==> src/rtl/core/stmin_fifo.sv <==
// small register queue used between the front, the back and the result port
`timescale 1ns / 1ps

module stmin_fifo #(
    parameter int WIDTH = 8,
    parameter int DEPTH = 2
) (
    input  logic             i_clk,
    input  logic             i_rst_n,
    input  logic             i_push,
    input  logic [WIDTH-1:0] i_data,
    output logic             o_full,
    input  logic             i_pop,
    output logic [WIDTH-1:0] o_data,
    output logic             o_empty
);

    localparam int PW = $clog2(DEPTH);

    logic [WIDTH-1:0] r_mem [DEPTH];
    logic [PW-1:0]    r_wr_ptr, n_wr_ptr;
    logic [PW-1:0]    r_rd_ptr, n_rd_ptr;
    logic [PW:0]      r_fill, n_fill;
    logic             w_push, w_pop;

    assign o_full  = (r_fill == (PW+1)'(DEPTH));
    assign o_empty = (r_fill == '0);
    assign o_data  = r_mem[r_rd_ptr];
    assign w_push  = i_push && !o_full;
    assign w_pop   = i_pop && !o_empty;

    always_comb begin
        n_wr_ptr = r_wr_ptr;
        n_rd_ptr = r_rd_ptr;
        n_fill   = r_fill;
        if (w_push) begin
            n_wr_ptr = (r_wr_ptr == PW'(DEPTH-1)) ? '0 : r_wr_ptr + PW'(1);
        end
        if (w_pop) begin
            n_rd_ptr = (r_rd_ptr == PW'(DEPTH-1)) ? '0 : r_rd_ptr + PW'(1);
        end
        if (w_push && !w_pop) begin
            n_fill = r_fill + (PW+1)'(1);
        end else if (w_pop && !w_push) begin
            n_fill = r_fill - (PW+1)'(1);
        end
    end

    always_ff @(posedge i_clk) begin
        if (!i_rst_n) begin
            r_wr_ptr <= '0;
            r_rd_ptr <= '0;
            r_fill   <= '0;
        end else begin
            r_wr_ptr <= n_wr_ptr;
            r_rd_ptr <= n_rd_ptr;
            r_fill   <= n_fill;
        end
    end

    always_ff @(posedge i_clk) begin
        if (w_push) begin
            r_mem[r_wr_ptr] <= i_data;
        end
    end

endmodule

==> config.mk <==
export PLATFORM = sky130hd
export DESIGN_NAME = stmin_fifo
export DESIGN_NICKNAME = d
export VERILOG_FILES = /design/src/rtl/core/stmin_fifo.sv
export SDC_FILE = /design/constraint.sdc
export NUM_CORES = 1
export LEC_CHECK = 0
export BUFFER_PORTS_ARGS = -buffer_cell sky130_fd_sc_hd__clkbuf_2
export CORE_MARGIN = 2
export CORE_UTILIZATION = 49
export DETAILED_ROUTE_END_ITERATION = 8
export PLACE_DENSITY = 0.75
export SLEW_MARGIN = 20
export SYNTH_ARGS = -nofsm -noshare
export SYNTH_HDL_FRONTEND = slang
export SYNTH_SLANG_ARGS = --single-unit
==> constraint.sdc <==
create_clock -name i_clk -period 2.2 [get_ports i_clk]
set_clock_uncertainty 0.2 [all_clocks]
set_input_delay 0.33 -clock i_clk [delete_from_list [all_inputs] [get_ports i_clk]]
set_output_delay 0.33 -clock i_clk [all_outputs]
set_load 0.01 [all_outputs]
Yosys cells after proc, flatten, opt, wreduce, memory -nomap -nowiden. Memories as Yosys holds them, arrays and structs flattened. A register that Yosys moved wholly into a read port is not among the register bits. Index checks and enable logic that the tools add are counted. W data, S select, Z words.

Add/sub/neg operators: 4. Equal/unequal tests: 1. Reductions and logical operators: 10. Multiplexer cells: 8.

Operators with widths (number): $mux W1 (6); $logic_and A1 B1 Y1 (4); $logic_not A1 Y1 (4); $mux W2 (2); $add A1 B1 Y1 const B (2); $add A2 B1 Y2 const B (1); $eq A2 B2 Y1 const B (1); $logic_not A2 Y1 (1); $reduce_bool A2 Y1 (1); $sub A2 B1 Y2 const B (1).

Memories kept: 1. Output and inout port bits: 10. RAM bits: 16. Word-level logic and storage cells: 27. Bits of input ports: 12. Register bits: 4.

Memories: r_mem (words 2, width 8, rd ports 1, clocked after memory_dff 1, write ports 1, RTL line 20) `logic [WIDTH-1:0] r_mem [DEPTH];`.

Depth between registers and ports, before layout.
Depth after elaboration: 7. Gate-level depth with buffers: 7.

Worst setup path before layout. No wires, ideal clock.

Path kind: reg-to-reg. Start point: register r_fill[0]. End point: register r_fill[1]. Stages on the path, launching flop included: 7. Buffers on the path: 0. Period minus slack after synthesis: 1.671 ns. Library setup time: 0.070 ns. Path slack: 0.529 ns. Data required time: 1.930 ns. Arrival: 1.401 ns. Path through: dfxtp_1 > nand2b_1 > inv_2 > nor2_1 > ha_1 > or3_1 > a21boi_1.

Word-level cells in the longest chain between the ends: 6. Elaborated cells between the ends (all ways): 15. Those cells by class: 2 x add/sub; 1 x eq/ne; 2 x mux; 10 x reduce/logical.

RTL lines: start, declared (RTL line 23) `logic [PW:0] r_fill, n_fill;`; start signal, assigned (RTL line 57) `r_fill <= n_fill;`; $eq A2 B2 Y1 * (RTL line 26) `assign o_full = (r_fill == (PW+1)'(DEPTH));`; net o_full (RTL line 12) `output logic o_full,`; $logic_not A1 Y1 * (RTL line 29) `assign w_push = i_push && !o_full;`; $logic_and A1 B1 Y1 * (RTL line 29); $logic_not A1 Y1 (RTL line 44) `end else if (w_pop && !w_push) begin`; $logic_and A1 B1 Y1 (RTL line 44); $reduce_bool A2 Y1 (no source line).

Mark *: on every way through the listed nets, which the timed path passes. The rest lies on a longest branch. The select of a mux whose other input is x is not followed. A chain may end at the register's enable or synchronous reset.

==> key figures <==
Outcome
  – Status: finished clean

Placed design
  – HPWL Detailed: 844.5 um
  – Dpl cells: 87
  – Number of port buffers: 21
  – RD Place Congestion: 0.6844

Floorplan
  – IO Pins: 22
  – Die Wd: 44.65 um
  – Initial core utilization: 53.12%
  – Die Area: 0.001993 mm2
  – Die H: 44.65 um
  – Core area: 0.001524 mm2
  – Core Rows: 14

Global route
  – Global-route wire length before repair: 1911 um
  – Total grt overflow: 0
  – Antenna violations before repair: 0
  – Number of global-route vias before repair: 468
  – Total track usage: 14.32%
  – Largest net degree at the start of global routing: 13

Route
  – DRT iter0 DRCs: 8
  – Routed wire length: 1251 um
  – Vias per inst: 5.021
  – Final routed DRC violation total: 0
  – Total number of vias: 482
  – DR pass1 iterations: 4
  – Drt wl/cell: 13.03 um
  – Antenna Nets Post-Route: 0

Job
  – Number of max-cap violations: 0

STA
  – Tightest Pin Transition: 0.3937 ns
  – Setup TNS: 0 ns
  – Final hold vios: 0
  – Relative slew slack: 73.75%
  – # setup viols final: 0
  – Setup repair after global routing missed its margin: no
  – Final critical-path share of the clock period: 86.02%
  – Final Critical Period: 1.892 ns
  – Fmax: 528.4 MHz
  – Max-slew violation count: 0

Clocking
  – CTS Sinks: 21
  – Post-CTS Setup Bufs: 0
  – Clock slew at reported path FFs: 0.12 ns
  – CTS tree: yes
  – Total CTS buffers: 3
  – Root buffer cell: clkbuf_4
  – Clock Tree Buf Depth: 2
  – H-Tree Depth: 1
  – Clock latency on the worst-skew pair: 0.30 ns

Logic synthesis
  – Post-synthesis cell area: 809.5 um2
  – Post-synth net total: 63
  – Synth unique cells: 20
  – Avg Synthesized Cell Area: 16.19 um2
  – Sequential fraction of the synthesis area: 71.72%
  – Yosys warns: 0
  – Mapped Cells: 50
  – Synth Register Bits: 21

Power and ir drop
  – Pleak: 0.4116 nW
  – Seq pwr share: 51.5%
  – Net Switching: 0.0003298 W
  – Clock power share: 16.6%
  – Sw Ratio: 30.37%
  – P_int: 0.0007561 W
  – Pwr Total: 0.001086 W
  – Power Density: 1070 mW/mm2
  – Worst VDD drop: 0.0006001 V
  – Comb pwr share: 31.9%

Critical path
  – Critical setup path kind: register to primary output
  – Buf/Inv on CP: 1
  – Worst r2r path cells: 6
  – Critical Path Sink Type: primary output
  – Setup crit start kind: register
  – WP data arrival: 1.36 ns
  – RR Startpoint: r_fill[0]$_SDFFE_PN0P_
  – Worst R2R Setup Slack: 0.43 ns
  – Worst R2R End: r_fill[1]$_SDFFE_PN0P_
  – Crit-path slowest cell: dfxtp_1
  – Max FO, Critical Path: 8
  – CP cell instances: mux2_2 -> clkbuf_2
  – Top cell family by delay on the critical path: flip-flops
  – Critical path data required time: 1.67 ns
  – Critical path depth: 2
  – Slowest cell delay on critical path: 0.55 ns
  – Worst Setup EP: o_data[6]

Worst hold path
  – Worst hold path class: primary input to register
  – Hold Path Depth: 1

Final layout
  – Layout Nets: 94
  – Most common cell after layout, fill and taps aside: clkbuf_2
  – Antenna fix cells: 0
  – Most frequent cells in the layout: clkbuf_2 (21), edfxtp_1 (16), mux2_2 (8)
  – Layout area overhead: 25.35%
  – Sequential Area: 580.6 um2
  – Final cell count without fillers: 96
  – Filler Cell Count: 118
  – Share of cells above drive strength 1: 45.00%
  – Multi-input gate area: 216.5 um2
  – Fin util: 66.58%
-- cells in the mapped netlist --
cell type	number	area [um2]
edfxtp_1	16	480.5
mux2_2	8	90.09
dfxtp_1	5	100.1
and2_1	3	18.77
nor2_1	2	7.510
xnor2_1	2	17.52
a21boi_0	1	7.510
a21boi_1	1	7.510
and3_1	1	6.260
buf_2	1	5.000
ha_1	1	12.51
inv_1	1	3.750
inv_2	1	3.750
nand2b_1	1	6.260
nor3_2	1	10.01
o21a_1	1	7.510
o21ai_0	1	5.000
o21ai_1	1	5.000
or3_1	1	6.260
xor2_1	1	8.760
-- kinds of logic after synthesis --
group	count (synthesis)	share of synthesized area, %
AOI/OAI and AO/OA	5	4.018
xor gates and xnor gates	3	3.246
adders and majority gates	1	1.545
buffers and inverters	3	1.544
DFF	21	71.72
muxes	8	11.13
and+or+nand+nor	9	6.803
-- flip-flops by register name, summed over array words and instances (netlist names), named ones only --
register / count
r_wr_ptr: 1
r_fill: 2
r_rd_ptr: 1
r_mem: 16
-- layer usage --
metal | routed length, um | up-vias | track usage (%)
li1 | - | 243 | -
met1 | 542 | 224 | 15.45
met2 | 636 | 13 | 23.77
met3 | 61 | 2 | 4.898
met4 | 11 | 0 | 9.091
met5 | 0 | - | 0
-- through the flow --
step | setup WS [ns] | instance area [um2] | hold WS (ns)
6_report | 0.3075 | 1015 | 0.01212
5_1_grt | 0.2092 | 1015 | 0.001390
4_1_cts | 0.2705 | 984.7 | 0.003939
3_5_place_dp | 0.4419 | 937.1 | 0.3216
3_3_place_gp | 0.5141 | 937.1 | 0.3086
2_1_floorplan | 0.5290 | 809.5 | 0.2289
-- area by class of cell --
type | instances | area share [%]
flip-flops and latches | 21 | 57.21
clock buffers | 3 | 2.219
repair buffers | 27 | 16.03
inverters | 2 | 0.7398
multi-input cells | 26 | 21.33
clock inverters | 1 | 0.4932
well taps | 16 | 1.973
-- power groups by stage --
stage               registers (W)  clock network, W  logic [W]
floorplan                0.000541                 0   0.000251
global placement         0.000564                 0   0.000331
detailed placement       0.000570                 0   0.000343
CTS                      0.000562          0.000187   0.000347
global route             0.000574          0.000204   0.000385
finish                   0.000559          0.000181   0.000346
-- worst min path at each step --
| stage | startpoint | end | slack [ns] |
|---|---|---|---|
| floorplan | i_data[0] | r_mem[0][0]$_DFFE_PP_ | 0.23 |
| global placement | r_fill[1]$_SDFFE_PN0P_ | r_fill[1]$_SDFFE_PN0P_ | 0.31 |
| detailed placement | r_fill[1]$_SDFFE_PN0P_ | r_fill[1]$_SDFFE_PN0P_ | 0.32 |
| CTS | i_data[6] | r_mem[0][6]$_DFFE_PP_ | 0.004 |
| global route | i_data[6] | r_mem[0][6]$_DFFE_PP_ | 0.001 |
| finish | i_data[6] | r_mem[0][6]$_DFFE_PP_ | 0.01 |
-- timing repair --
action / CTS / global route
resized for setup: 0 / 0
endpoints found under the setup margin: 0 / 0
endpoints found under the hold margin: 4 / 6
hold buffers: 2 / 3
(Power assumes the default switching activity.)
