<file path="src/rtl/core/stmin_pkg.sv">
// shared types, codes and defaults of the sparse table range minimum engine
`timescale 1ns / 1ps

package stmin_pkg;

    localparam int CMD_W    = 2;
    localparam int POS_W    = 10;
    localparam int DATA_W   = 32;
    localparam int CNT_W    = 11;
    localparam int STATUS_W = 2;
    localparam int KSEL_W   = 5;

    localparam int DEF_MAX_ELEMENTS = 1024;
    localparam int DEF_LEVELS       = 11;
    localparam int DEF_VALUE_WIDTH  = 32;
    localparam int QUEUE_DEPTH      = 2;

    localparam logic [CNT_W-1:0] COUNT_RESET = 11'd1024;

    localparam logic [CMD_W-1:0] CMD_LOAD  = 2'd0;
    localparam logic [CMD_W-1:0] CMD_BUILD = 2'd1;
    localparam logic [CMD_W-1:0] CMD_QUERY = 2'd2;
    localparam logic [CMD_W-1:0] CMD_NONE  = 2'd3;

    localparam logic [STATUS_W-1:0] STATUS_OK      = 2'd0;
    localparam logic [STATUS_W-1:0] STATUS_RANGE   = 2'd1;
    localparam logic [STATUS_W-1:0] STATUS_UNBUILT = 2'd2;

    typedef struct packed {
        logic [CMD_W-1:0]  cmd;
        logic [POS_W-1:0]  first;
        logic [POS_W-1:0]  second;
        logic [KSEL_W-1:0] level;
        logic              bad_range;
        logic [DATA_W-1:0] value;
    } t_item;

    typedef struct packed {
        logic [DATA_W-1:0]   minimum;
        logic [STATUS_W-1:0] status;
    } t_result;

endpackage

</file>
<file path="src/rtl/core/stmin_fifo.sv">
// small register queue used between the front, the back and the result port
`timescale 1ns / 1ps

module stmin_fifo #(
    parameter int WIDTH = 8,
    parameter int DEPTH = 2
) (
    input  logic             i_clk,
    input  logic             i_rst_n,
    input  logic             i_push,
    input  logic [WIDTH-1:0] i_data,
    output logic             o_full,
    input  logic             i_pop,
    output logic [WIDTH-1:0] o_data,
    output logic             o_empty
);

    localparam int PW = $clog2(DEPTH);

    logic [WIDTH-1:0] r_mem [DEPTH];
    logic [PW-1:0]    r_wr_ptr, n_wr_ptr;
    logic [PW-1:0]    r_rd_ptr, n_rd_ptr;
    logic [PW:0]      r_fill, n_fill;
    logic             w_push, w_pop;

    assign o_full  = (r_fill == (PW+1)'(DEPTH));
    assign o_empty = (r_fill == '0);
    assign o_data  = r_mem[r_rd_ptr];
    assign w_push  = i_push && !o_full;
    assign w_pop   = i_pop && !o_empty;

    always_comb begin
        n_wr_ptr = r_wr_ptr;
        n_rd_ptr = r_rd_ptr;
        n_fill   = r_fill;
        if (w_push) begin
            n_wr_ptr = (r_wr_ptr == PW'(DEPTH-1)) ? '0 : r_wr_ptr + PW'(1);
        end
        if (w_pop) begin
            n_rd_ptr = (r_rd_ptr == PW'(DEPTH-1)) ? '0 : r_rd_ptr + PW'(1);
        end
        if (w_push && !w_pop) begin
            n_fill = r_fill + (PW+1)'(1);
        end else if (w_pop && !w_push) begin
            n_fill = r_fill - (PW+1)'(1);
        end
    end

    always_ff @(posedge i_clk) begin
        if (!i_rst_n) begin
            r_wr_ptr <= '0;
            r_rd_ptr <= '0;
            r_fill   <= '0;
        end else begin
            r_wr_ptr <= n_wr_ptr;
            r_rd_ptr <= n_rd_ptr;
            r_fill   <= n_fill;
        end
    end

    always_ff @(posedge i_clk) begin
        if (w_push) begin
            r_mem[r_wr_ptr] <= i_data;
        end
    end

endmodule

</file>
<file path="src/rtl/core/stmin_front.sv">
// front end: element count register, command decode, query range checks and level select
`timescale 1ns / 1ps

module stmin_front
    import stmin_pkg::*;
#(
    parameter int MAX_ELEMENTS = DEF_MAX_ELEMENTS,
    parameter int LEVELS       = DEF_LEVELS
) (
    input  logic              i_clk,
    input  logic              i_rst_n,
    input  logic              i_cfg_wr,
    input  logic [CNT_W-1:0]  i_cfg_data,
    input  logic              i_push,
    output logic              o_full,
    input  logic [CMD_W-1:0]  i_command,
    input  logic [POS_W-1:0]  i_position,
    input  logic [DATA_W-1:0] i_value,
    input  logic [POS_W-1:0]  i_left,
    input  logic [POS_W-1:0]  i_right,
    output logic [CNT_W-1:0]  o_active,
    input  logic              i_pop,
    output t_item             o_item,
    output logic              o_empty
);

    logic [CNT_W-1:0]  r_count;
    logic [CNT_W-1:0]  w_len;
    logic [CNT_W-1:0]  w_second;
    logic [KSEL_W-1:0] w_k;
    logic [KSEL_W-1:0] w_level;
    logic              w_bad;
    logic              w_keep;
    t_item             w_item;
    logic [$bits(t_item)-1:0] w_qdata;

    always_ff @(posedge i_clk) begin
        if (!i_rst_n) begin
            r_count <= COUNT_RESET;
        end else if (i_cfg_wr) begin
            r_count <= i_cfg_data;
        end
    end

    // count saturated to the table size
    assign o_active = (32'(r_count) > 32'(MAX_ELEMENTS)) ? CNT_W'(MAX_ELEMENTS) : r_count;

    assign w_len = CNT_W'(i_right) - CNT_W'(i_left) + CNT_W'(1);
    assign w_bad = (i_left > i_right) || (CNT_W'(i_right) >= o_active);

    // floor of log2 of the range length
    always_comb begin
        w_k = '0;
        for (int b = 0; b < CNT_W; b++) begin
            if (w_len[b]) begin
                w_k = KSEL_W'(b);
            end
        end
    end

    assign w_level  = (32'(w_k) > LEVELS - 1) ? KSEL_W'(LEVELS - 1) : w_k;
    assign w_second = CNT_W'(i_right) + CNT_W'(1) - (CNT_W'(1) << w_level);

    always_comb begin
        w_item.cmd       = i_command;
        w_item.first     = (i_command == CMD_LOAD) ? i_position : i_left;
        w_item.second    = w_second[POS_W-1:0];
        w_item.level     = w_level;
        w_item.bad_range = w_bad;
        w_item.value     = i_value;
    end

    // unused command code is taken and dropped
    assign w_keep = i_push && (i_command != CMD_NONE);

    stmin_fifo #(
        .WIDTH ($bits(t_item)),
        .DEPTH (QUEUE_DEPTH)
    ) u_item_queue (
        .i_clk   (i_clk),
        .i_rst_n (i_rst_n),
        .i_push  (w_keep),
        .i_data  (w_item),
        .o_full  (o_full),
        .i_pop   (i_pop),
        .o_data  (w_qdata),
        .o_empty (o_empty)
    );

    assign o_item = t_item'(w_qdata);

endmodule

</file>
<file path="config.mk">
export PLATFORM = sky130hd
export DESIGN_NAME = stmin_front
export DESIGN_NICKNAME = d
export VERILOG_FILES = /design/src/rtl/core/stmin_pkg.sv /design/src/rtl/core/stmin_fifo.sv /design/src/rtl/core/stmin_front.sv
export SDC_FILE = /design/constraint.sdc
export NUM_CORES = 1
export LEC_CHECK = 0
export ABC_AREA = 1
export BUFFER_PORTS_ARGS = -buffer_cell sky130_fd_sc_hd__buf_2
export CORE_UTILIZATION = 59
export DETAILED_ROUTE_END_ITERATION = 8
export HOLD_SLACK_MARGIN = 0.08
export PLACE_DENSITY = 0.86
export RECOVER_POWER = 25
export SLEW_MARGIN = 10
export SYNTH_ARGS = -nofsm -noshare
export SYNTH_HDL_FRONTEND = slang
export SYNTH_SLANG_ARGS = --single-unit
</file>
<file path="constraint.sdc">
create_clock -name i_clk -period 10.8 [get_ports i_clk]
set_clock_uncertainty 0.2 [all_clocks]
set_input_delay 2.16 -clock i_clk [delete_from_list [all_inputs] [get_ports i_clk]]
set_output_delay 2.16 -clock i_clk [all_outputs]
set_load 0.01 [all_outputs]
</file>
Yosys cells after proc, flatten, opt, wreduce, memory -nomap -nowiden
Memory sizes are Yosys's and may differ from the RTL's. A register that Yosys moved wholly into a read port is not among the register bits.
Index checks and enable logic that the tools add are counted.
- register bits: 15
- bits in latches: 0
- bits in writable memories: 120
- ROM bits: 0
- input bits: 80
- output and inout port bits: 73
- memories: 1
- add/subtract/negate cells: 8
- multipliers: 0
- divide/modulo/power cells: 0
- $lt $le $gt $ge: 4
- equal/unequal tests: 2
- shifts and indexed selects: 1
- mux-type cells: 21
- bitwise operators: 0
- reduce and logical (&&, ||, !) cells: 13
- memory list (name ; depth ; bits a word ; rd ports ; clocked after Yosys merged registers in ; wr ports ; line ; RTL):
    u_item_queue.r_mem ; 2 ; 60 ; 1 ; 1 ; 1 ; stmin_fifo.sv:20 ; logic [WIDTH-1:0] r_mem [DEPTH];
- operators by type and width (operator ; count):
    5-bit two-way mux ; 10
    11-bit by 1-bit adder with 11-bit output (second input constant) ; 1
    10-bit by 11-bit greater-or-equal comparator with 1-bit output ; 1
    11-bit greater-than comparator (second input constant) ; 1
    11-bit two-way mux ; 1
    10-bit by 10-bit subtractor with 11-bit output ; 1
    10-bit by 1-bit adder with 10-bit output (second input constant) ; 1
    10-bit greater-than comparator ; 1
    10-bit two-way mux ; 1
    1-bit by 5-bit << shifter with 10-bit output (first input constant) ; 1
    10-bit subtractor ; 1
    1-bit two-way mux ; 7
    5-bit by 4-bit greater-than comparator with 1-bit output (second input constant) ; 1
    1-bit logical AND ; 5
    1-bit logical NOT ; 4
    2-bit logical NOT ; 2
    2-bit two-way mux ; 2
    1-bit adder (second input constant) ; 2
    2-bit by 1-bit adder with 2-bit output (second input constant) ; 1
    2-bit == test (second input constant) ; 1
    2-bit != test (second input constant) ; 1
    2-bit nonzero test ; 1
    2-bit by 1-bit subtractor with 2-bit output (second input constant) ; 1
    1-bit logical OR ; 1

Logic depth before layout (Yosys ltp)
Gate-level depths: netlist (run 1).
- depth in word-level cells: 16
- gate-level depth with buffers: 30
- depth with buffers taken out: 30

By module
From an unflattened synthesis (run 1), not the netlist that was laid out.
- cells, all modules: 600
- area, all modules: 7314.5 µm²
- by module, submodules not included (module ; instances ; cells each ; area an instance (µm²) ; sequential area each (µm²)):
    stmin_fifo ; 1 ; 225 ; 4880.9 ; 3703.6
    stmin_front ; 1 ; 375 ; 2433.6 ; 220.2

Worst setup path after synthesis (run 1)
OpenSTA, ideal clock, no wires.
- path kind: in2reg
- start: input port i_right[1]
- end: memory u_item_queue.r_mem[0][47] (netlist name), data pin
- library setup time: 0.257 ns
- arrival: 5.666 ns
- data required time: 10.343 ns
- path slack: 4.677 ns
- stages on the path: 30
- path buffers: 0
- path through: inv_1 -> ha_1 -> inv_1 -> ha_1 -> fa_1 -> nand3_1 -> nand2_2 -> nand2_2 -> nand2_1 -> nand2_1 -> nand2_2 -> nor2_8 -> nand2_4 -> nand2_4 -> inv_4 -> nand2_1 -> nor2_2 -> ha_1 -> inv_1 -> ha_1 -> inv_1 -> fa_1 -> o21ai_0 -> nand4_1 -> nand2_1 -> nand2_1 -> nand2_1 -> inv_1 -> nand2_1 -> nand2_1
- word-level cells in the longest chain between the ends: 16
- RTL lines (what ; line ; RTL):
    start: declaration ; stmin_front.sv:20 ; input logic [POS_W-1:0] i_right,
    10-bit by 10-bit subtractor with 11-bit output (*) ; stmin_front.sv:48 ; assign w_len = CNT_W'(i_right) - CNT_W'(i_left) + CNT_W'(1);
    11-bit by 1-bit adder with 11-bit output (*) ; stmin_front.sv:48 ;
    1-bit two-way mux ; stmin_front.sv:55 ; if (w_len[b]) begin
    5-bit two-way mux (8 in series) ; stmin_front.sv:55 ;
    5-bit two-way mux (*) ; stmin_front.sv:55 ;
    5-bit by 4-bit greater-than comparator with 1-bit output ; stmin_front.sv:61 ; assign w_level = (32'(w_k) > LEVELS - 1) ? KSEL_W'(LEVELS - 1) : w_k;
    5-bit two-way mux (*) ; stmin_front.sv:61 ;
    via u_item_queue.i_data[34] ; stmin_fifo.sv:11 ; input logic [WIDTH-1:0] i_data,
    1-bit by 5-bit << shifter with 10-bit output (*) ; stmin_front.sv:62 ; assign w_second = CNT_W'(i_right) + CNT_W'(1) - (CNT_W'(1) << w_level);
    10-bit subtractor (*) ; stmin_front.sv:62 ;
    via u_item_queue.i_data[47] ; stmin_fifo.sv:11 ;
    end: declaration ; stmin_fifo.sv:20 ;
The timed path passes the listed nets; every way through them passes the cells marked *.

Final worst setup path (run 1)
- start: input port i_right[1]
- end: memory u_item_queue.r_mem[1][47] (netlist name), data pin
Same word-level chain as after synthesis.

==> summary.txt, run 1 <==
Core footprint -> 11500 um^2
Clock root buffer -> sky130_fd_sc_hd__clkbuf_16
Final Instance Area -> 8520 um^2
First-pass GRT wire length -> 23100 um
Port Buf Inserts -> 151
Post-CTS repair timing setup buffer count -> 0
Total Wirelength -> 14500 um
Synth top area cells -> sky130_fd_sc_hd__edfxtp_1 51%, sky130_fd_sc_hd__ha_1 10%, sky130_fd_sc_hd__mux2_2 9.7%
Cells after Synth -> 598
Placement Setup Slack -> 4.15 ns
Number of diodes -> 0
Most prevalent standard cell on the critical path -> sky130_fd_sc_hd__nand2_1
Sequential share of the synthesized area -> 55.3%
Max-slew headroom at the worst pin -> 46.2%
Std cell rows -> 39
RSZ-0062 raised after global routing -> false
Routed WL per cell -> 15.8 um
Critical path origin -> i_right[1]
Post-route setup slack -> 4.52 ns
Number of failing hold endpoints at the final stage -> 0
Global routing usage summed across all routing layers -> 24.2%
Hold Worst Slack -> 0.296 ns
Clk buf depth -> 2
Maximum fanout count along the critical path -> 5
Total power -> 1.76 mW
Final ANT Viol Nets -> 0
Fin cells -> 916
Initial Utilization -> 60.9%
Overflow left after global routing -> 0
Maximum capacitance violations -> 0
Global placement routability congestion -> 0.938
Fill cell count -> 807
Post-Synthesis Net Count -> 737
CP endpoint kind -> flip-flop
Maximum number of pins on one net before global-route repair -> 60
DRC marker count from the first detailed-route iteration -> 346
H-tree Lvls -> 4
IR drop worst, VDD -> 0.137 mV
Detailed-routing iteration count for the pre-antenna-repair pass -> 4
Routed via count -> 4926
Area of placed instances -> 7920 um^2
Library cell contributing the largest single delay on the critical path -> sky130_fd_sc_hd__fa_1
Clock buffer count from CTS -> 17
Crit path buffers/inverters -> 7
Number of global-route vias before repair -> 4885
Biggest area consumer among synthesized cells -> sky130_fd_sc_hd__edfxtp_1
Utilization of the core after routing -> 74.3%
Kind of start point of the critical path -> input pin
Hold Startpoint -> r_count[8]
Post-detailed-route DRC marker count -> 0
Net total in the final layout -> 899
Share of Yosys cell area claimed by the top area cell type -> 50.7%
WP data required -> 10.75 ns
Height of the die -> 111 um
Most common cell in the synthesized netlist -> sky130_fd_sc_hd__edfxtp_1
# resized after CTS -> 0
Antenna violations before repair -> 0
Kind of cell adding the most delay to the critical path -> adder cells
Transition time at the pin with the least slew margin -> 0.807 ns
TritonCTS clock tree -> built
Final Critical Period -> 6.28 ns
HPWL after detailed placement -> 10700 um
Setup violations, final -> 0
Largest stage delay on the critical path -> 0.42 ns
DP Cell Count -> 884
Layout overhead on the synthesized area -> 22.0%
Max frequency -> 0.159 GHz
Area of the mapped netlist -> 6990 um^2
Launching point of the worst reg2reg path -> u_item_queue.r_fill[1]
Synthesis Warnings -> 0
Worst EP arrival -> 6.23 ns
Prevailing post-synth register cell -> sky130_fd_sc_hd__edfxtp_1
Worst hold path class -> reg -> reg
CTS clk-pin slew, worst paths -> 0.06 ns
Slew Viols, Final -> 0
Drt via density -> 5.38
Register bit count reported by yosys -> 134
Async set-reset flop share out of synthesis -> 0%
CTS Hold Bufs -> 0
Cell variety after synth -> 42
Fraction of final layout cells sized beyond drive strength 1 -> 33.6%
Clock latency at the later pin of the worst-skew pair -> 0.41 ns
Count of boundary I/O pins -> 153
Post-route clock period utilization -> 58.1%
Area of the die -> 12300 um^2
Worst Path Class, Setup -> in -> reg
Number of clock sinks -> 134
Post-synth top cells -> 118 x sky130_fd_sc_hd__edfxtp_1, 75 x sky130_fd_sc_hd__inv_1, 74 x sky130_fd_sc_hd__nand2_1, 60 x sky130_fd_sc_hd__mux2_2, 57 x sky130_fd_sc_hd__ha_1
Power density over cell area -> 206 nW/um^2
Run status -> complete, no violations
Die width -> 111 um
Leakage -> 3.72 nW
Post-synth EDFFs -> 118
Fin Setup TNS -> 0 ns
Post-synthesis area per instance -> 11.7 um^2
[logic make-up (layout without fill, tap and decap cells)]
group	after synthesis	in the layout	share of synthesized area (%)
xor+xnor	8	8	1.00
compound gates	66	66	5.19
flops	134	134	55.3
fa+ha+maj	59	59	10.8
mux	60	60	9.67
other cells	1	1	0.0537
simple gates	176	176	12.8
buf+inv	94	269	5.23
[worst min-delay path, cell delays in order (launching register included)]
cell and delay, ns:
sky130_fd_sc_hd__dfxtp_1 0.30, sky130_fd_sc_hd__inv_1 0.08, sky130_fd_sc_hd__a21oi_1 0.07
[per-layer routing]
metal / GRT usage [%] / vias to the layer above / part of all wire [%] / wire [um]
met1: 29.3 / 2310 / 42 / 6090
met5: 0 / - / 0 / 0
met3: 5.30 / 28 / 5.6 / 811
li1: - / 2404 / - / -
met2: 41.7 / 184 / 50 / 7280
met4: 10.3 / 0 / 2.3 / 335
[cells in the final DEF, fill, tap and decap left out, types with 3 or more instances in the layout]
cell	instances
sky130_fd_sc_hd__o21ai_0	32
sky130_fd_sc_hd__clkbuf_1	22
sky130_fd_sc_hd__xor2_1	7
sky130_fd_sc_hd__inv_1	75
sky130_fd_sc_hd__nand4_1	9
sky130_fd_sc_hd__nand2_4	6
sky130_fd_sc_hd__dfxtp_1	15
sky130_fd_sc_hd__mux2_2	60
sky130_fd_sc_hd__buf_2	131
sky130_fd_sc_hd__nand2_1	74
sky130_fd_sc_hd__nand3_1	23
sky130_fd_sc_hd__buf_4	3
sky130_fd_sc_hd__edfxtp_1	118
sky130_fd_sc_hd__nor2_4	4
sky130_fd_sc_hd__nor2_1	34
sky130_fd_sc_hd__a21oi_1	23
sky130_fd_sc_hd__clkbuf_16	17
sky130_fd_sc_hd__bufinv_16	5
sky130_fd_sc_hd__nand2_2	11
sky130_fd_sc_hd__clkinv_1	4
sky130_fd_sc_hd__inv_2	4
sky130_fd_sc_hd__ha_1	57
[power by group]
group	total [mW]	switching [mW]	internal, mW
combinational	0.480	0.279	0.201
sequential	0.661	0.0164	0.644
clock	0.615	0.207	0.408
[cell type report]
cell class / count / area [um^2] / area share [%]
Inverter: 82 / 314 / 3.68
Multi-Input combinational cell: 370 / 2770 / 32.5
Clock buffer: 18 / 429 / 5.04
Sequential cell: 134 / 3860 / 45.3
Timing Repair Buffer: 155 / 757 / 8.88
Tap cell: 143 / 179 / 2.10
Clock inverter: 14 / 205 / 2.41
[registers in the layout, indices dropped and copies added (netlist names), named ones only]
| register | cells |
|---|---|
| u_item_queue.r_rd_ptr | 1 |
| u_item_queue.r_wr_ptr | 1 |
| r_count | 11 |
| u_item_queue.r_mem | 118 |
| u_item_queue.r_fill | 2 |
[worst paths after layout]
check                                            endpoint  cells after the start  slack [ns]
worst max register to register  u_item_queue.r_mem[1][57]                      6        8.27
worst max-delay path            u_item_queue.r_mem[1][47]                     31        4.52
worst min register to register                 r_count[8]                      2        0.30
worst min-delay path                           r_count[8]                      2        0.30
Power figures use the tool's default switching activity.
==> run 2: changes to the inputs <==
--- a/config.mk
+++ b/config.mk
@@ -5,12 +5,12 @@
 export SDC_FILE = /design/constraint.sdc
 export NUM_CORES = 1
 export LEC_CHECK = 0
-export ABC_AREA = 1
+export ABC_AREA = 0
 export BUFFER_PORTS_ARGS = -buffer_cell sky130_fd_sc_hd__buf_2
-export CORE_UTILIZATION = 59
+export CORE_UTILIZATION = 55
 export DETAILED_ROUTE_END_ITERATION = 8
 export HOLD_SLACK_MARGIN = 0.08
-export PLACE_DENSITY = 0.86
+export PLACE_DENSITY = 0.81
 export RECOVER_POWER = 25
 export SLEW_MARGIN = 10
 export SYNTH_ARGS = -nofsm -noshare
==> constraint.sdc (replaced) <==
create_clock -name i_clk -period 6.45 [get_ports i_clk]
set_clock_uncertainty 0.2 [all_clocks]
set_input_delay 1.29 -clock i_clk [delete_from_list [all_inputs] [get_ports i_clk]]
set_output_delay 1.29 -clock i_clk [all_outputs]
set_load 0.01 [all_outputs]
==> summary.txt, run 2 <==
Power density over cell area -> 334 nW/um^2
Switching Fraction -> 28.4%
Hold depth -> 2
Fill cell count -> 882
CP endpoint kind -> flip-flop
Worst hold path class -> reg -> reg
Number of global-route vias before repair -> 4599
Number of failing hold endpoints at the final stage -> 0
Synth top area cells -> sky130_fd_sc_hd__edfxtp_1 52%, sky130_fd_sc_hd__ha_1 10%, sky130_fd_sc_hd__mux2_2 9.9%
Post-route clock period utilization -> 93.3%
Port Buf Inserts -> 151
CTS Hold Bufs -> 0
Net total in the final layout -> 817
Transition time at the pin with the least slew margin -> 0.792 ns
Kind of start point of the critical path -> input pin
RSZ-0062 raised after global routing -> false
Post-Synthesis Net Count -> 657
Final Critical Period -> 6.02 ns
Post-synth EDFFs -> 118
Total Wirelength -> 13600 um
Largest registers in the final layout -> u_item_queue.r_mem x118, r_count x11, u_item_queue.r_fill x2
Utilization of the core after routing -> 69.2%
Post-synth top cells -> 118 x sky130_fd_sc_hd__edfxtp_1, 60 x sky130_fd_sc_hd__mux2_2, 57 x sky130_fd_sc_hd__ha_1, 44 x sky130_fd_sc_hd__inv_1, 29 x sky130_fd_sc_hd__nand2_1
Reg power frac -> 40.2%
Most common cell after layout, fill and taps aside -> sky130_fd_sc_hd__buf_2
Detailed-routing iteration count for the pre-antenna-repair pass -> 5
Register bit count reported by yosys -> 134
Final ANT Viol Nets -> 0
Fin Setup TNS -> 0 ns
Global placement routability congestion -> 0.917
Uppermost layer routed -> met4
Total net switching power -> 792 uW
Combinational cell fraction of total power -> 27.2%
Area of the die -> 12900 um^2
Met2 wire length -> 6770 um
Max-slew headroom at the worst pin -> 47.2%
Metal3 WL -> 676 um
Clk buf depth -> 2
Clock buffer count from CTS -> 17
Hold Startpoint -> r_count[0]
Worst EP arrival -> 5.96 ns
Clock root buffer -> sky130_fd_sc_hd__clkbuf_16
Fin cells -> 859
Async set-reset flop share out of synthesis -> 0%
Height of the die -> 114 um
Number of clock sinks -> 134
Area of placed instances -> 7800 um^2
Std cell rows -> 40
Antenna violations before repair -> 0
Endpoint of the worst register-to-register path -> u_item_queue.r_mem[1][32]
CTS clk-pin slew, worst paths -> 0.06 ns
Biggest area consumer among synthesized cells -> sky130_fd_sc_hd__edfxtp_1
Cell variety after synth -> 58
TritonCTS clock tree -> built
First-pass GRT wire length -> 21500 um
Core footprint -> 12100 um^2
Synthesis Warnings -> 0
Worst-case hold path end point -> r_count[0]
Commonest cells after routing, fill and taps aside -> 134 x sky130_fd_sc_hd__buf_2, 118 x sky130_fd_sc_hd__edfxtp_1, 60 x sky130_fd_sc_hd__mux2_2
Critical path origin -> i_right[1]
Sequential share of the synthesized area -> 56.4%
HPWL after detailed placement -> 10000 um
Post-synthesis area per instance -> 13.2 um^2
Final Instance Area -> 8350 um^2
Routed WL per cell -> 15.9 um
Prevailing post-synth register cell -> sky130_fd_sc_hd__edfxtp_1
Die width -> 114 um
Initial Utilization -> 56.8%
Flop2flop setup slack -> 3.82 ns
IR drop worst, VDD -> 0.214 mV
Share of Yosys cell area claimed by the top area cell type -> 51.7%
Maximum number of pins on one net before global-route repair -> 45
Most common cell in the synthesized netlist -> sky130_fd_sc_hd__edfxtp_1
Routed via count -> 4527
Run status -> complete, no violations
Post-detailed-route DRC marker count -> 0
Total power -> 2.79 mW
WP data required -> 6.39 ns
Number of flip-flops in the largest register -> 118
Clock latency at the later pin of the worst-skew pair -> 0.41 ns
Top register by number of flip-flops -> u_item_queue.r_mem
H-tree Lvls -> 4
Maximum fanout count along the critical path -> 4
Global routing usage summed across all routing layers -> 21.9%
M1 WL -> 5860 um
Worst Path Class, Setup -> in -> reg
Clock network power share -> 32.6%
Setup violations, final -> 0
Cells after Synth -> 518
Area of the mapped netlist -> 6860 um^2
Max frequency -> 0.166 GHz
Overflow left after global routing -> 0
DRC marker count from the first detailed-route iteration -> 305
Cell Int Power -> 1.99 mW
Drt via density -> 5.27
Post-CTS repair timing setup buffer count -> 0
DP Cell Count -> 827
Number of diodes -> 0
Slew Viols, Final -> 0
Maximum capacitance violations -> 0
Leakage -> 3.48 nW
Reg2Reg Depth -> 10
Launching point of the worst reg2reg path -> r_count[10]
Fraction of final layout cells sized beyond drive strength 1 -> 35.7%
Count of boundary I/O pins -> 153
# resized after CTS -> 0
Layout overhead on the synthesized area -> 21.8%
## run 2: worst max-delay path by stage
| stage | to |
|---|---|
| floorplan | u_item_queue.r_mem[0][47] |
| global placement | u_item_queue.r_mem[0][47] |
| detailed placement | u_item_queue.r_mem[1][47] |
| CTS | u_item_queue.r_mem[0][47] |
| global route | u_item_queue.r_mem[0][47] |
| finish | u_item_queue.r_mem[0][47] |
## run 2: metal layers
layer,up-vias,track usage [%]
met1,2144,26.2
met4,0,7.81
met3,27,6.06
li1,2219,-
met2,137,38.0
met5,-,0
## run 2: layout make-up
type                            instances  area [um^2]  area share (%)
Timing Repair Buffer                  156          772            9.25
Sequential cell                       134         3860            46.3
Clock inverter                         13          134            1.60
Inverter                               44          165            1.98
Clock buffer                           19          433            5.19
Tap cell                              168          210            2.52
Multi-Input combinational cell        325         2770            33.2
## run 2: kinds of logic after synthesis
family | after synthesis | synth area share [%]
mux | 70 | 11.3
buf+inv | 59 | 3.36
other cells | 1 | 0.0547
flops | 134 | 56.4
xor+xnor | 20 | 2.77
simple gates | 103 | 7.76
compound gates | 72 | 7.39
fa+ha+maj | 59 | 11.0
## run 2: worst max-delay path: stages
cell                       delay, ns
sky130_fd_sc_hd__buf_2          0.09
sky130_fd_sc_hd__inv_1          0.08
sky130_fd_sc_hd__ha_1           0.30
sky130_fd_sc_hd__inv_1          0.06
sky130_fd_sc_hd__ha_1           0.23
sky130_fd_sc_hd__fa_1           0.45
sky130_fd_sc_hd__a21o_1         0.21
sky130_fd_sc_hd__a211oi_1       0.32
sky130_fd_sc_hd__nor2_1         0.11
sky130_fd_sc_hd__o311ai_1       0.35
sky130_fd_sc_hd__nand3_1        0.21
sky130_fd_sc_hd__nand2b_1       0.18
sky130_fd_sc_hd__nor3_1         0.06
sky130_fd_sc_hd__ha_1           0.27
sky130_fd_sc_hd__inv_1          0.06
sky130_fd_sc_hd__ha_1           0.17
sky130_fd_sc_hd__inv_1          0.06
sky130_fd_sc_hd__fa_1           0.40
sky130_fd_sc_hd__nor2b_1        0.12
sky130_fd_sc_hd__o21ai_0        0.10
sky130_fd_sc_hd__a21boi_0       0.24
sky130_fd_sc_hd__o21ai_0        0.14
sky130_fd_sc_hd__a21oi_1        0.19
sky130_fd_sc_hd__xnor2_1        0.16
sky130_fd_sc_hd__xnor2_1        0.11
## run 2: metrics by stage
stage	hold WS, ns	setup slack [ns]
2_1_floorplan	0.274	0.616
3_3_place_gp	0.289	0.222
3_5_place_dp	0.306	0.0291
4_1_cts	0.320	0.466
5_1_grt	0.353	0.0420
6_report	0.313	0.432
## run 2: power groups by stage
stage | Sequential, mW | Combinational [mW] | Clock (mW)
2_1_floorplan | 1.12 | 0.533 | 0
3_3_place_gp | 1.13 | 0.745 | 0
3_5_place_dp | 1.14 | 0.762 | 0
4_1_cts | 1.12 | 0.769 | 0.927
5_1_grt | 1.13 | 0.831 | 0.964
6_report | 1.12 | 0.759 | 0.908
